File: config.mk
export PLATFORM = sky130hd
export DESIGN_NAME = ipd_payload_deframer_flat
export DESIGN_NICKNAME = d
export VERILOG_FILES = /design/src/sv/ipd_pkg.sv /design/src/sv/ipd_if.sv /design/src/sv/ipd_hdr_parser.sv /design/src/sv/ipd_payload_deframer.sv /design/src/flat_wrapper.sv
export SDC_FILE = /design/constraint.sdc
export NUM_CORES = 1
export LEC_CHECK = 0
export BUFFER_PORTS_ARGS = -buffer_cell sky130_fd_sc_hd__buf_4
export CAP_MARGIN = 10
export CORE_ASPECT_RATIO = 0.6
export CORE_UTILIZATION = 30
export CTS_CLUSTER_DIAMETER = 150
export DETAILED_ROUTE_END_ITERATION = 10
export GPL_ROUTABILITY_DRIVEN = 0
export GPL_TIMING_DRIVEN = 0
export PLACE_DENSITY = 0.43
export SYNTH_ARGS = -nofsm -noshare
export SYNTH_HDL_FRONTEND = slang
export SYNTH_SLANG_ARGS = --single-unit
File: constraint.sdc
create_clock -name clk -period 16.55 [get_ports clk]
set_input_delay 3.31 -clock clk [delete_from_list [all_inputs] [get_ports clk]]
set_output_delay 3.31 -clock clk [all_outputs]
set_load 0.02 [all_outputs]
File: src/sv/ipd_pkg.sv
`default_nettype none

package ipd_pkg;

  // default depth of the length digit field
  localparam int MaxLengthDigits = 14;

  localparam int ByteW  = 8;
  localparam int CountW = 32;

  // header characters
  localparam logic [ByteW-1:0] ChPlus  = 8'h2B;
  localparam logic [ByteW-1:0] ChI     = 8'h49;
  localparam logic [ByteW-1:0] ChP     = 8'h50;
  localparam logic [ByteW-1:0] ChD     = 8'h44;
  localparam logic [ByteW-1:0] ChComma = 8'h2C;
  localparam logic [ByteW-1:0] ChColon = 8'h3A;
  localparam logic [ByteW-1:0] ChZero  = 8'h30;
  localparam logic [ByteW-1:0] ChNine  = 8'h39;

  // header match phase
  typedef enum logic [2:0] {
    PH_SEEK_PLUS  = 3'd0,
    PH_SEEK_I     = 3'd1,
    PH_SEEK_P     = 3'd2,
    PH_SEEK_D     = 3'd3,
    PH_SEEK_COMMA = 3'd4,
    PH_DIGITS     = 3'd5
  } phase_t;

  // control from the datapath to the header parser
  typedef struct packed {
    logic step;   // parse this byte
    logic clear;  // page start: clear parser before this byte
  } hdr_ctl_t;

  // parser result for the current byte
  typedef struct packed {
    logic              load;  // ':' closed a header
    logic [CountW-1:0] len;   // payload length of that header
  } hdr_res_t;

endpackage

`default_nettype wire

File: src/sv/ipd_if.sv
`default_nettype none

// received byte channel
interface ipd_in_if;
  logic                      valid;
  logic                      ready;
  logic [ipd_pkg::ByteW-1:0] rx_byte;
  logic                      page_start;
  logic                      file_start;

  modport source (output valid, rx_byte, page_start, file_start, input ready);
  modport sink   (input valid, rx_byte, page_start, file_start, output ready);
endinterface

// result channel
interface ipd_out_if;
  logic                       valid;
  logic                       ready;
  logic                       payload_valid;
  logic [ipd_pkg::ByteW-1:0]  payload_byte;
  logic                       file_complete;
  logic [ipd_pkg::CountW-1:0] accepted_count;

  modport source (output valid, payload_valid, payload_byte, file_complete, accepted_count,
                  input ready);
  modport sink   (input valid, payload_valid, payload_byte, file_complete, accepted_count,
                  output ready);
endinterface

`default_nettype wire

File: src/sv/ipd_hdr_parser.sv
`default_nettype none

module ipd_hdr_parser #(
  parameter int MAX_LENGTH_DIGITS = ipd_pkg::MaxLengthDigits
) (
  input  wire logic                      clk,
  input  wire logic                      rst_n,
  input  wire ipd_pkg::hdr_ctl_t         ctl,
  input  wire logic [ipd_pkg::ByteW-1:0] rx_byte,
  output ipd_pkg::hdr_res_t              res
);

  localparam int DigW = $clog2(MAX_LENGTH_DIGITS + 1);
  localparam int LenW = ipd_pkg::CountW;

  ipd_pkg::phase_t phase_r, phase_nxt, phase_eff;
  logic [DigW-1:0] dig_cnt_r, dig_cnt_nxt, dig_cnt_eff;
  logic [LenW-1:0] len_r, len_nxt, len_eff;

  logic            is_digit;
  logic [3:0]      digit_val;
  logic [LenW+3:0] len_x10;
  logic [LenW-1:0] len_sat;

  // page start clears the parser before this byte
  assign phase_eff   = ctl.clear ? ipd_pkg::PH_SEEK_PLUS : phase_r;
  assign dig_cnt_eff = ctl.clear ? '0 : dig_cnt_r;
  assign len_eff     = ctl.clear ? '0 : len_r;

  // len * 10 + digit, saturating at all ones
  assign is_digit  = (rx_byte >= ipd_pkg::ChZero) && (rx_byte <= ipd_pkg::ChNine);
  assign digit_val = 4'(rx_byte - ipd_pkg::ChZero);
  assign len_x10   = ({4'b0, len_eff} << 3) + ({4'b0, len_eff} << 1)
                   + {{LenW{1'b0}}, digit_val};
  assign len_sat   = (len_x10[LenW+3:LenW] != 4'b0) ? '1 : len_x10[LenW-1:0];

  // header match sequence
  always_comb begin
    phase_nxt   = phase_eff;
    dig_cnt_nxt = dig_cnt_eff;
    len_nxt     = len_eff;
    res.load    = 1'b0;
    res.len     = len_eff;
    if (ctl.step) begin
      case (phase_eff)
        ipd_pkg::PH_SEEK_PLUS: begin
          if (rx_byte == ipd_pkg::ChPlus) phase_nxt = ipd_pkg::PH_SEEK_I;
        end
        ipd_pkg::PH_SEEK_I: begin
          phase_nxt = (rx_byte == ipd_pkg::ChI) ? ipd_pkg::PH_SEEK_P : ipd_pkg::PH_SEEK_PLUS;
        end
        ipd_pkg::PH_SEEK_P: begin
          phase_nxt = (rx_byte == ipd_pkg::ChP) ? ipd_pkg::PH_SEEK_D : ipd_pkg::PH_SEEK_PLUS;
        end
        ipd_pkg::PH_SEEK_D: begin
          phase_nxt = (rx_byte == ipd_pkg::ChD) ? ipd_pkg::PH_SEEK_COMMA
                                                : ipd_pkg::PH_SEEK_PLUS;
        end
        ipd_pkg::PH_SEEK_COMMA: begin
          if (rx_byte == ipd_pkg::ChComma) begin
            phase_nxt   = ipd_pkg::PH_DIGITS;
            dig_cnt_nxt = '0;
            len_nxt     = '0;
          end else begin
            phase_nxt = ipd_pkg::PH_SEEK_PLUS;
          end
        end
        ipd_pkg::PH_DIGITS: begin
          if (rx_byte == ipd_pkg::ChColon) begin
            res.load  = 1'b1;
            phase_nxt = ipd_pkg::PH_SEEK_PLUS;
          end else if (is_digit && (dig_cnt_eff < DigW'(MAX_LENGTH_DIGITS))) begin
            len_nxt     = len_sat;
            dig_cnt_nxt = dig_cnt_eff + 1'b1;
          end else begin
            phase_nxt = ipd_pkg::PH_SEEK_PLUS;
          end
        end
        default: begin
          phase_nxt = ipd_pkg::PH_SEEK_PLUS;
        end
      endcase
    end
  end

  // parser state
  always_ff @(posedge clk) begin
    if (!rst_n) begin
      phase_r   <= ipd_pkg::PH_SEEK_PLUS;
      dig_cnt_r <= '0;
      len_r     <= '0;
    end else if (ctl.step || ctl.clear) begin
      phase_r   <= phase_nxt;
      dig_cnt_r <= dig_cnt_nxt;
      len_r     <= len_nxt;
    end
  end

endmodule

`default_nettype wire

File: src/sv/ipd_payload_deframer.sv
// Payload deframer for a modem byte stream.
// in_ch carries one received byte per beat with page_start and file_start
// flags; out_ch returns exactly one result beat per input beat, in order:
// payload_valid/payload_byte for bytes passed as file payload, plus
// file_complete and accepted_count after that byte.
// Headers of the form +IPD,<len>: are stripped; the length then counts down
// over the following bytes. Bytes pass only while accepted_count is below
// expected_size, written through cfg_wr_en/cfg_wr_data; the user must write
// it only while idle; the block itself does not enforce this. A beat goes
// through the input register, then the result register, to out_ch. One
// beat per cycle while out_ch is ready, set by the state update between
// the two registers. A stalled out_ch holds its result; the input register
// still takes one more beat, then in_ch.ready drops until out_ch drains.
// Reset (rst_n low at a clock edge) empties both registers, returns the
// header parser to searching and clears expected_size, the countdown, the
// accepted count and the completion flag.
`default_nettype none

module ipd_payload_deframer #(
  parameter int MAX_LENGTH_DIGITS = ipd_pkg::MaxLengthDigits
) (
  input  wire logic                       clk,
  input  wire logic                       rst_n,
  input  wire logic                       cfg_wr_en,
  input  wire logic [ipd_pkg::CountW-1:0] cfg_wr_data,
  ipd_in_if.sink                          in_ch,
  ipd_out_if.source                       out_ch
);

  localparam int CntW = ipd_pkg::CountW;
  localparam int BW   = ipd_pkg::ByteW;

  logic [CntW-1:0] exp_size_r;

  // input register
  logic          a_valid_r;
  logic [BW-1:0] a_byte_r;
  logic          a_page_r;
  logic          a_file_r;

  // result register
  logic            o_valid_r;
  logic            o_pvalid_r, o_pvalid_nxt;
  logic [BW-1:0]   o_pbyte_r, o_pbyte_nxt;
  logic            o_done_r;
  logic [CntW-1:0] o_count_r;

  // block state
  logic [CntW-1:0] rem_r, rem_nxt, rem_eff;
  logic [CntW-1:0] acc_r, acc_nxt, acc_eff;
  logic            done_r, done_nxt, done_eff;

  logic advance, in_fire, step;

  ipd_pkg::hdr_ctl_t hdr_ctl;
  ipd_pkg::hdr_res_t hdr_res;

  assign advance     = !o_valid_r || out_ch.ready;
  assign in_ch.ready = !a_valid_r || advance;
  assign in_fire     = in_ch.valid && in_ch.ready;
  assign step        = a_valid_r && advance;

  // size register
  always_ff @(posedge clk) begin
    if (!rst_n) begin
      exp_size_r <= '0;
    end else if (cfg_wr_en) begin
      exp_size_r <= cfg_wr_data;
    end
  end

  // input register
  always_ff @(posedge clk) begin
    if (!rst_n) begin
      a_valid_r <= 1'b0;
    end else if (in_fire) begin
      a_valid_r <= 1'b1;
    end else if (advance) begin
      a_valid_r <= 1'b0;
    end
  end

  always_ff @(posedge clk) begin
    if (in_fire) begin
      a_byte_r <= in_ch.rx_byte;
      a_page_r <= in_ch.page_start;
      a_file_r <= in_ch.file_start;
    end
  end

  // flags apply before the byte
  assign acc_eff  = a_file_r ? '0 : acc_r;
  assign done_eff = a_file_r ? 1'b0 : done_r;
  assign rem_eff  = a_page_r ? '0 : rem_r;

  assign hdr_ctl.step  = step && !done_eff && (rem_eff == '0);
  assign hdr_ctl.clear = step && a_page_r;

  ipd_hdr_parser #(
    .MAX_LENGTH_DIGITS(MAX_LENGTH_DIGITS)
  ) u_hdr (
    .clk    (clk),
    .rst_n  (rst_n),
    .ctl    (hdr_ctl),
    .rx_byte(a_byte_r),
    .res    (hdr_res)
  );

  // countdown, accepted count and completion
  always_comb begin
    rem_nxt      = rem_eff;
    acc_nxt      = acc_eff;
    done_nxt     = done_eff;
    o_pvalid_nxt = 1'b0;
    o_pbyte_nxt  = '0;
    if (!done_eff) begin
      if (rem_eff == '0) begin
        if (hdr_res.load) rem_nxt = hdr_res.len;
      end else begin
        rem_nxt = rem_eff - 1'b1;
        if (acc_eff < exp_size_r) begin
          acc_nxt      = acc_eff + 1'b1;
          o_pvalid_nxt = 1'b1;
          o_pbyte_nxt  = a_byte_r;
        end
      end
      if (acc_nxt >= exp_size_r) done_nxt = 1'b1;
    end
  end

  always_ff @(posedge clk) begin
    if (!rst_n) begin
      rem_r  <= '0;
      acc_r  <= '0;
      done_r <= 1'b0;
    end else if (step) begin
      rem_r  <= rem_nxt;
      acc_r  <= acc_nxt;
      done_r <= done_nxt;
    end
  end

  // result register
  always_ff @(posedge clk) begin
    if (!rst_n) begin
      o_valid_r <= 1'b0;
    end else if (advance) begin
      o_valid_r <= a_valid_r;
    end
  end

  always_ff @(posedge clk) begin
    if (step) begin
      o_pvalid_r <= o_pvalid_nxt;
      o_pbyte_r  <= o_pbyte_nxt;
      o_done_r   <= done_nxt;
      o_count_r  <= acc_nxt;
    end
  end

  assign out_ch.valid          = o_valid_r;
  assign out_ch.payload_valid  = o_pvalid_r;
  assign out_ch.payload_byte   = o_pbyte_r;
  assign out_ch.file_complete  = o_done_r;
  assign out_ch.accepted_count = o_count_r;

  // a finished file holds its count until a new file starts
  a_done_holds_count: assert property (@(posedge clk) disable iff (!rst_n)
    step && done_r && !a_file_r |=> acc_r == $past(acc_r))
    else $error("accepted count moved after completion");

  // a running countdown steps by one per beat
  a_countdown_step: assert property (@(posedge clk) disable iff (!rst_n)
    step && !a_page_r && !done_eff && (rem_r != '0) |=> rem_r == $past(rem_r) - 1'b1)
    else $error("payload countdown skipped");

  // a passed byte always counts toward the file
  a_payload_counted: assert property (@(posedge clk) disable iff (!rst_n)
    o_valid_r && o_pvalid_r |-> o_count_r != '0)
    else $error("payload beat with zero accepted count");

  // input stalls only when both registers are full
  a_stall_cause: assert property (@(posedge clk) disable iff (!rst_n)
    !in_ch.ready |-> a_valid_r && o_valid_r && !out_ch.ready)
    else $error("input stalled with room in the pipeline");

endmodule

`default_nettype wire
File: src/flat_wrapper.sv
// flat-port wrapper written by rule: the top's interface ports become plain ports
module ipd_payload_deframer_flat 
#(
  parameter int MAX_LENGTH_DIGITS = ipd_pkg::MaxLengthDigits
)
  (clk, rst_n, cfg_wr_en, cfg_wr_data, in_ch_valid, in_ch_rx_byte, in_ch_page_start, in_ch_file_start, in_ch_ready, out_ch_valid, out_ch_payload_valid, out_ch_payload_byte, out_ch_file_complete, out_ch_accepted_count, out_ch_ready);
  ipd_in_if in_ch_i ();
  ipd_out_if out_ch_i ();
  input  wire logic clk;
  input  wire logic rst_n;
  input  wire logic cfg_wr_en;
  input  wire logic [ipd_pkg::CountW-1:0] cfg_wr_data;
  input wire logic [$bits(in_ch_i.valid)-1:0] in_ch_valid;
  input wire logic [$bits(in_ch_i.rx_byte)-1:0] in_ch_rx_byte;
  input wire logic [$bits(in_ch_i.page_start)-1:0] in_ch_page_start;
  input wire logic [$bits(in_ch_i.file_start)-1:0] in_ch_file_start;
  output wire logic [$bits(in_ch_i.ready)-1:0] in_ch_ready;
  output wire logic [$bits(out_ch_i.valid)-1:0] out_ch_valid;
  output wire logic [$bits(out_ch_i.payload_valid)-1:0] out_ch_payload_valid;
  output wire logic [$bits(out_ch_i.payload_byte)-1:0] out_ch_payload_byte;
  output wire logic [$bits(out_ch_i.file_complete)-1:0] out_ch_file_complete;
  output wire logic [$bits(out_ch_i.accepted_count)-1:0] out_ch_accepted_count;
  input wire logic [$bits(out_ch_i.ready)-1:0] out_ch_ready;
  assign in_ch_i.valid = in_ch_valid;
  assign in_ch_i.rx_byte = in_ch_rx_byte;
  assign in_ch_i.page_start = in_ch_page_start;
  assign in_ch_i.file_start = in_ch_file_start;
  assign in_ch_ready = in_ch_i.ready;
  assign out_ch_valid = out_ch_i.valid;
  assign out_ch_payload_valid = out_ch_i.payload_valid;
  assign out_ch_payload_byte = out_ch_i.payload_byte;
  assign out_ch_file_complete = out_ch_i.file_complete;
  assign out_ch_accepted_count = out_ch_i.accepted_count;
  assign out_ch_i.ready = out_ch_ready;
  ipd_payload_deframer #(.MAX_LENGTH_DIGITS(MAX_LENGTH_DIGITS)) u_core (.clk(clk), .rst_n(rst_n), .cfg_wr_en(cfg_wr_en), .cfg_wr_data(cfg_wr_data), .in_ch(in_ch_i), .out_ch(out_ch_i));
endmodule
# After elaboration in Yosys (flattened, before gate mapping)
# Cells that the tools add are included.
# W data, S select, Z words.
[classes] n_mux=41 n_reduce_logical=19 bitwise=1 n_lt_le_gt_ge=5 eq_ne=11 addsub=6
[op_table] operator="$mux W32" n=15
[op_table] operator="$pmux W32 S2" n=1
[op_table] operator="$add A35 B33 Y36" n=1
[op_table] operator="$add A36 B4 Y36" n=1
[op_table] operator="$add A32 B1 Y32 const B" n=1
[op_table] operator="$ge A32 B32 Y1" n=1
[op_table] operator="$logic_not A32 Y1" n=1
[op_table] operator="$lt A32 B32 Y1" n=1
[op_table] operator="$sub A32 B1 Y32 const B" n=1
[op_table] operator="$eq A8 B6 Y1 const B" n=3
[op_table] operator="$eq A8 B7 Y1 const B" n=3
[op_table] operator="$mux W3" n=7
[op_table] operator="$mux W4" n=5
[op_table] operator="$pmux W3 S6" n=1
[op_table] operator="$mux W1" n=9
[op_table] operator="$ge A8 B6 Y1 const B" n=1
[op_table] operator="$le A8 B6 Y1 const B" n=1
[op_table] operator="$pmux W4 S2" n=1
[op_table] operator="$logic_and A1 B1 Y1" n=7
[op_table] operator="$eq A3 B2 Y1 const B" n=2
[op_table] operator="$eq A3 B3 Y1 const B" n=2
[op_table] operator="$add A4 B1 Y4 const B" n=1
[op_table] operator="$lt A4 B4 Y1 const B" n=1
[op_table] operator="$mux W2" n=2
[op_table] operator="other kinds (10)" n=14
[word_totals] wordCells=99 output_inout_bits=44 in_bits=47 reg_bits=190

# Logic depth before layout (Yosys ltp)
[depth] ltp_word=13 ltp_mapped=25 ltp_nobuf=20

# Hierarchy
# From an unflattened synthesis, not the netlist that was laid out.
[hier_totals] cells_unflattened=1828 area_unflattened_um2=14737.9
[by_module_without_submodules] mod="ipd_payload_deframer" n_inst=1 cells_per_inst=1231 area_each_um2=10211.0 seq_area_each_um2=3543.4
[by_module_without_submodules] mod="ipd_hdr_parser" n_inst=1 cells_per_inst=597 area_each_um2=4526.8 seq_area_each_um2=780.7

# Worst setup path before layout
# OpenSTA, ideal clock, no wires.
[synth_timing] path_kind="input port to flip-flop" from="in out_ch_ready" to="reg u_core.u_hdr.len_r[30]" arrival_ps=6940 setup_ps=127 n_path_buf=3 slack_ps=9483 cell_stages=18 required_time_ps=16423 path_cell_list="nand2b_1 > nand3_1 > clkbuf_1 > clkbuf_1 > nand2_1 > inv_1 > ha_1 > ha_1 > and3_1 > or3b_1 > a211oi_1 > or2_1 > o211a_1 > o211ai_1 > a221o_1 > clkbuf_1 > o21ai_0 > a22oi_1"
[synth_via] elab_chain_cells=12 word_cells_on_any_way=22 cone_classes="2 x add/sub; 1 x order compare; 2 x eq/ne; 9 x mux; 8 x reduce/logical"
[synth_rtl] element="start: declaration" line="flat_wrapper.sv:23" text="input wire logic [$bits(out_ch_i.ready)-1:0] out_ch_ready;"
[synth_rtl] element="$logic_or A1 B1 Y1 *" line="ipd_payload_deframer.sv:58" text="assign advance = !o_valid_r || out_ch.ready;"
[synth_rtl] element="$logic_and A1 B1 Y1 *" line="ipd_payload_deframer.sv:61" text="assign step = a_valid_r && advance;"
[synth_rtl] element="$logic_and A1 B1 Y1" line="ipd_payload_deframer.sv:97" text="assign hdr_ctl.clear = step && a_page_r;"
[synth_rtl] element="$mux W32" line="ipd_hdr_parser.sv:28" text="assign len_eff = ctl.clear ? '0 : len_r;"
[synth_rtl] element="$add A35 B33 Y36" line="ipd_hdr_parser.sv:33" text="assign len_x10 = ({4'b0, len_eff} << 3) + ({4'b0, len_eff} << 1)"
[synth_rtl] element="$add A36 B4 Y36" line="ipd_hdr_parser.sv:34" text="+ {{LenW{1'b0}}, digit_val};"
[synth_rtl] element="$reduce_bool A4 Y1" line="ipd_hdr_parser.sv:35" text="assign len_sat = (len_x10[LenW+3:LenW] != 4'b0) ? '1 : len_x10[LenW-1:0];"
[synth_rtl] element="$mux W32" line="ipd_hdr_parser.sv:35"
[synth_rtl] element="$mux W32" line="ipd_hdr_parser.sv:72" text="end else if (is_digit && (dig_cnt_eff < DigW'(MAX_LENGTH_DIGITS))) begin"
[synth_rtl] element="$mux W32" line="ipd_hdr_parser.sv:69" text="if (rx_byte == ipd_pkg::ChColon) begin"
[synth_rtl] element="$pmux W32 S2" line="ipd_hdr_parser.sv:45" text="case (phase_eff)"
[synth_rtl] element="$mux W32" line="ipd_hdr_parser.sv:44" text="if (ctl.step) begin"
[synth_rtl] element="end signal: assignment" line="ipd_hdr_parser.sv:95" text="len_r <= len_nxt;"
[synth_rtl] element="end: declaration" line="ipd_hdr_parser.sv:18" text="logic [LenW-1:0] len_r, len_nxt, len_eff;"
# Mark *: on every way between the ends. The rest lies on a longest branch, timed or not.
# A chain may end at the register's enable or synchronous reset.

# Worst setup path in the final report
# Ends and elaborated chain as after synthesis.

==> metrics.txt <==
number of synthesized register bits 190; Final Hold Fails 0; Layout Nets 1998; DP HPWL 42200 um; Worst Path Required ~17000 ps; Crit Path Max Fanout 11; leading area contributor after synthesis dfxtp_1; Ys Warns 0; peak supply drop between 0.00006 and 0.00007 V; Layout fillers between 4000 and 5000; die height 168 um; RR Startpoint u_core.a_file_r$_DFFE_PP_; Cell Area, Synth 13800 sq um; maxcap violations 0; DIE WIDTH between 200 and 300 um; Post-CTS Setup Inserts 0; Layout Cells excl Fill between 2000 and 2500; Die Area ~47000 sq um; post_cts resized 0; count of antenna-violating nets left after detailed routing 0; sw frac around 44%; Min Clock Period, post-route 9200 ps; Synth top area share 20.1%; hold buffers post-CTS 0; hold path start u_core.rem_r[20]$_SDFFE_PN0N_; Register Area roughly 4300 sq um; CTS HTree Levels 4; CTS buffer count 17; vias per std cell 5.59; initial drt markers roughly 1300; WL final about 53000 um; wire per inst about 22 um; gate count of the mapped netlist 1712; final core utilization about a third; largest net degree at the start of global routing 52; Slew HR between 1.5 and 2%; Initial Util roughly 31%; RSZ-0062 raised after global routing false; area grow syn2layout 14.5%; syn nets around 1900; Final WS setup approximately 7400 ps; layout cell share with drive strength beyond 1 under 10%; Multi-input gate area between 8000 and 9000 sq um; Overflow after GRT 0; Post-Place Setup Slack just over 7000 ps; DP Cell Count about 2400; fin crit share a little under three fifths; io pins a little over 90; Max Root-Sink Buffers 2; Worst Setup Path Type input pin to register; Core Rows 60; GRT Total Usage between 20% and 30%; Fin Hold WS roughly 470 ps; syn_area_per_cell slightly above 8 sq um; total number of vias around 14000; Post-synth ARST share 0%; R2R Setup Slk 7930 ps; global-route wire length before repair slightly below 80000 um; synth unique cells between 90 and 100; status completed; Crit. End Element register; post-route cell area approximately 16000 sq um; Worst Tran Pin Value roughly 1500 ps; startpoint class of the critical path input pin; Pre-antenna DRT Iters 5; core box area approximately 45000 sq um; Min-Delay Path Class register to register; IO buf count between 80 and 90; Comb pwr share around two fifths; DP Area 15200 sq um; Final setup viols 0; worst r2r dst u_core.done_r$_SDFFE_PN0N_; drt drc 0; hold endpoint u_core.rem_r[20]$_SDFFE_PN0N_; antenna violations before repair 0; TritonCTS clock tree done; total power 1.70 mW; pwr/cell area between 100 and 150 nW/um^2; Post-synth EDFFs 52; root buffer cell clkbuf_16; sequential fraction of the synthesis area 31.4%; arrival time worst endpoint 9590 ps; Leakage approximately 6.6 nW; R2R cell count 24; vias in the first global route roughly 13000; Skew-Pair Late Insertion Delay between 400 and 500 ps; Clock transition at path regs 90 ps; Net Sw Power about 0.75 mW; Cell Int Power 0.947 mW; max-slew violations 0; Clock Skew 15.1 ps; Worst Hold Depth 2; setup TNS 0 ps; part of the power in the clock network about a quarter; clk sinks 190; Area contributors post-synth dfxtp_1 20%, ha_1 12%, edfxtp_1 11%, nor2_1 5.7%, a21oi_1 4.5%; critical path launch point out_ch_ready; fmax around 110 MHz; Synth Flop Type dfxtp_1; sequential share of power 32.8%
[final cells by class]
class                           count  area share (%)
Inverter                           77            1.83
Antenna cell                        2          0.0318
Tap cell                          589            4.68
Clock inverter                     15           0.969
Buffer                             91            2.26
Timing Repair Buffer               89            4.24
Multi-Input combinational cell   1354            55.8
Sequential cell                   190            27.4
Clock buffer                       17            2.70
[power groups by stage]
stage / combinational [mW] / sequential [mW] / clock (mW)
floorplan: 0.426 / 0.568 / 0
global placement: 0.674 / 0.567 / 0
detailed placement: 0.677 / 0.566 / 0
CTS: 0.679 / 0.556 / 0.446
global route: 0.750 / 0.562 / 0.459
finish: 0.709 / 0.557 / 0.434
[worst max-delay path by stage]
stage                                          end  slack, ps  depth (start not counted)
6_report       u_core.u_hdr.len_r[30]$_SDFFE_PN0P_       7350                         19
5_1_grt        u_core.u_hdr.len_r[30]$_SDFFE_PN0P_       7100                         19
4_1_cts        u_core.u_hdr.len_r[30]$_SDFFE_PN0P_       7610                         19
3_5_place_dp   u_core.u_hdr.len_r[30]$_SDFFE_PN0P_       7130                         19
3_3_place_gp   u_core.u_hdr.len_r[30]$_SDFFE_PN0P_       7110                         19
2_1_floorplan  u_core.u_hdr.len_r[30]$_SDFFE_PN0P_       9480                         18
[cells by family (layout without fill, tap and decap cells)]
family / after synthesis / after routing / synth area share (%)
other: 0 / 2 / 0
and+or+nand+nor: 663 / 663 / 23.6
AOI/OAI and AO/OA: 436 / 436 / 20.1
xor gates and xnor gates: 86 / 86 / 5.47
adders and majority gates: 131 / 131 / 12.0
buffers and inverters: 168 / 289 / 4.66
DFF: 190 / 190 / 31.4
muxes: 38 / 38 / 2.79
[cells in the final DEF (no fill, tap or decap), types with 5 or more instances in the layout]
| master | synthesis | layout |
|---|---|---|
| o211ai_1 | 14 | 14 |
| a21oi_1 | 124 | 124 |
| mux2i_1 | 35 | 35 |
| nor2b_1 | 43 | 43 |
| a31oi_1 | 28 | 28 |
| nand2_1 | 149 | 149 |
| buf_2 | 9 | 9 |
| and2_1 | 21 | 21 |
| nand2b_1 | 10 | 10 |
| o21ai_1 | 21 | 21 |
| nand3_1 | 57 | 57 |
| ha_1 | 130 | 130 |
| buf_1 | 7 | 7 |
| nor4_1 | 15 | 15 |
| a32oi_1 | 5 | 5 |
| o31ai_1 | 7 | 7 |
| edfxtp_1 | 52 | 52 |
| inv_1 | 76 | 76 |
| a21o_1 | 29 | 29 |
| nor2_1 | 208 | 208 |
| xor2_1 | 35 | 35 |
| o21a_1 | 22 | 22 |
| nor3_1 | 45 | 45 |
| clkbuf_16 | 0 | 17 |
| o22ai_1 | 25 | 25 |
| a221oi_1 | 7 | 7 |
| and3_1 | 19 | 19 |
| nand4_1 | 31 | 31 |
| buf_4 | 0 | 89 |
| a211oi_1 | 9 | 9 |
| clkbuf_1 | 75 | 74 |
| o21ai_0 | 76 | 76 |
| xnor2_1 | 51 | 51 |
| dfxtp_1 | 138 | 138 |
| o2111ai_1 | 5 | 5 |
| a22oi_1 | 14 | 14 |
| or3_1 | 21 | 21 |
[critical path, cell delays in order]
cell	delay, ps
buf_4	110
nand2b_1	170
nand3_1	270
clkbuf_1	500
clkbuf_1	540
nand2_1	250
inv_1	170
ha_1	250
ha_1	350
o211ai_1	140
o21ai_0	430
a31oi_1	280
o31ai_1	1200
a41oi_1	260
o211ai_1	150
a221o_1	300
clkbuf_1	540
o21ai_0	210
a22oi_1	150
[Yosys cell counts (22+ instances only)]
master,n
nand4_1,31
inv_1,76
a21oi_1,124
nor2b_1,43
xor2_1,35
a31oi_1,28
o22ai_1,25
ha_1,130
edfxtp_1,52
nand3_1,57
a21o_1,29
dfxtp_1,138
clkbuf_1,75
nor2_1,208
o21a_1,22
xnor2_1,51
mux2i_1,35
nor3_1,45
nand2_1,149
o21ai_0,76
[sequential cells by signal, summed over array words and instances (netlist names), 4 cells and up]
register	flops
u_core.acc_r	32
u_core.exp_size_r	32
u_core.out_ch.accepted_count	32
u_core.rem_r	32
u_core.u_hdr.len_r	32
u_core.a_byte_r	8
u_core.out_ch.payload_byte	8
u_core.u_hdr.dig_cnt_r	4
[layer usage]
layer	vias to the layer above	share of wire, %	track usage [%]
met5	-	0	0
met4	0	0.75	4.28
met3	34	10	5.36
met2	584	34	26.9
met1	6487	55	38.4
li1	6434	-	-
Note: power is estimated with default switching activity, not from simulation.
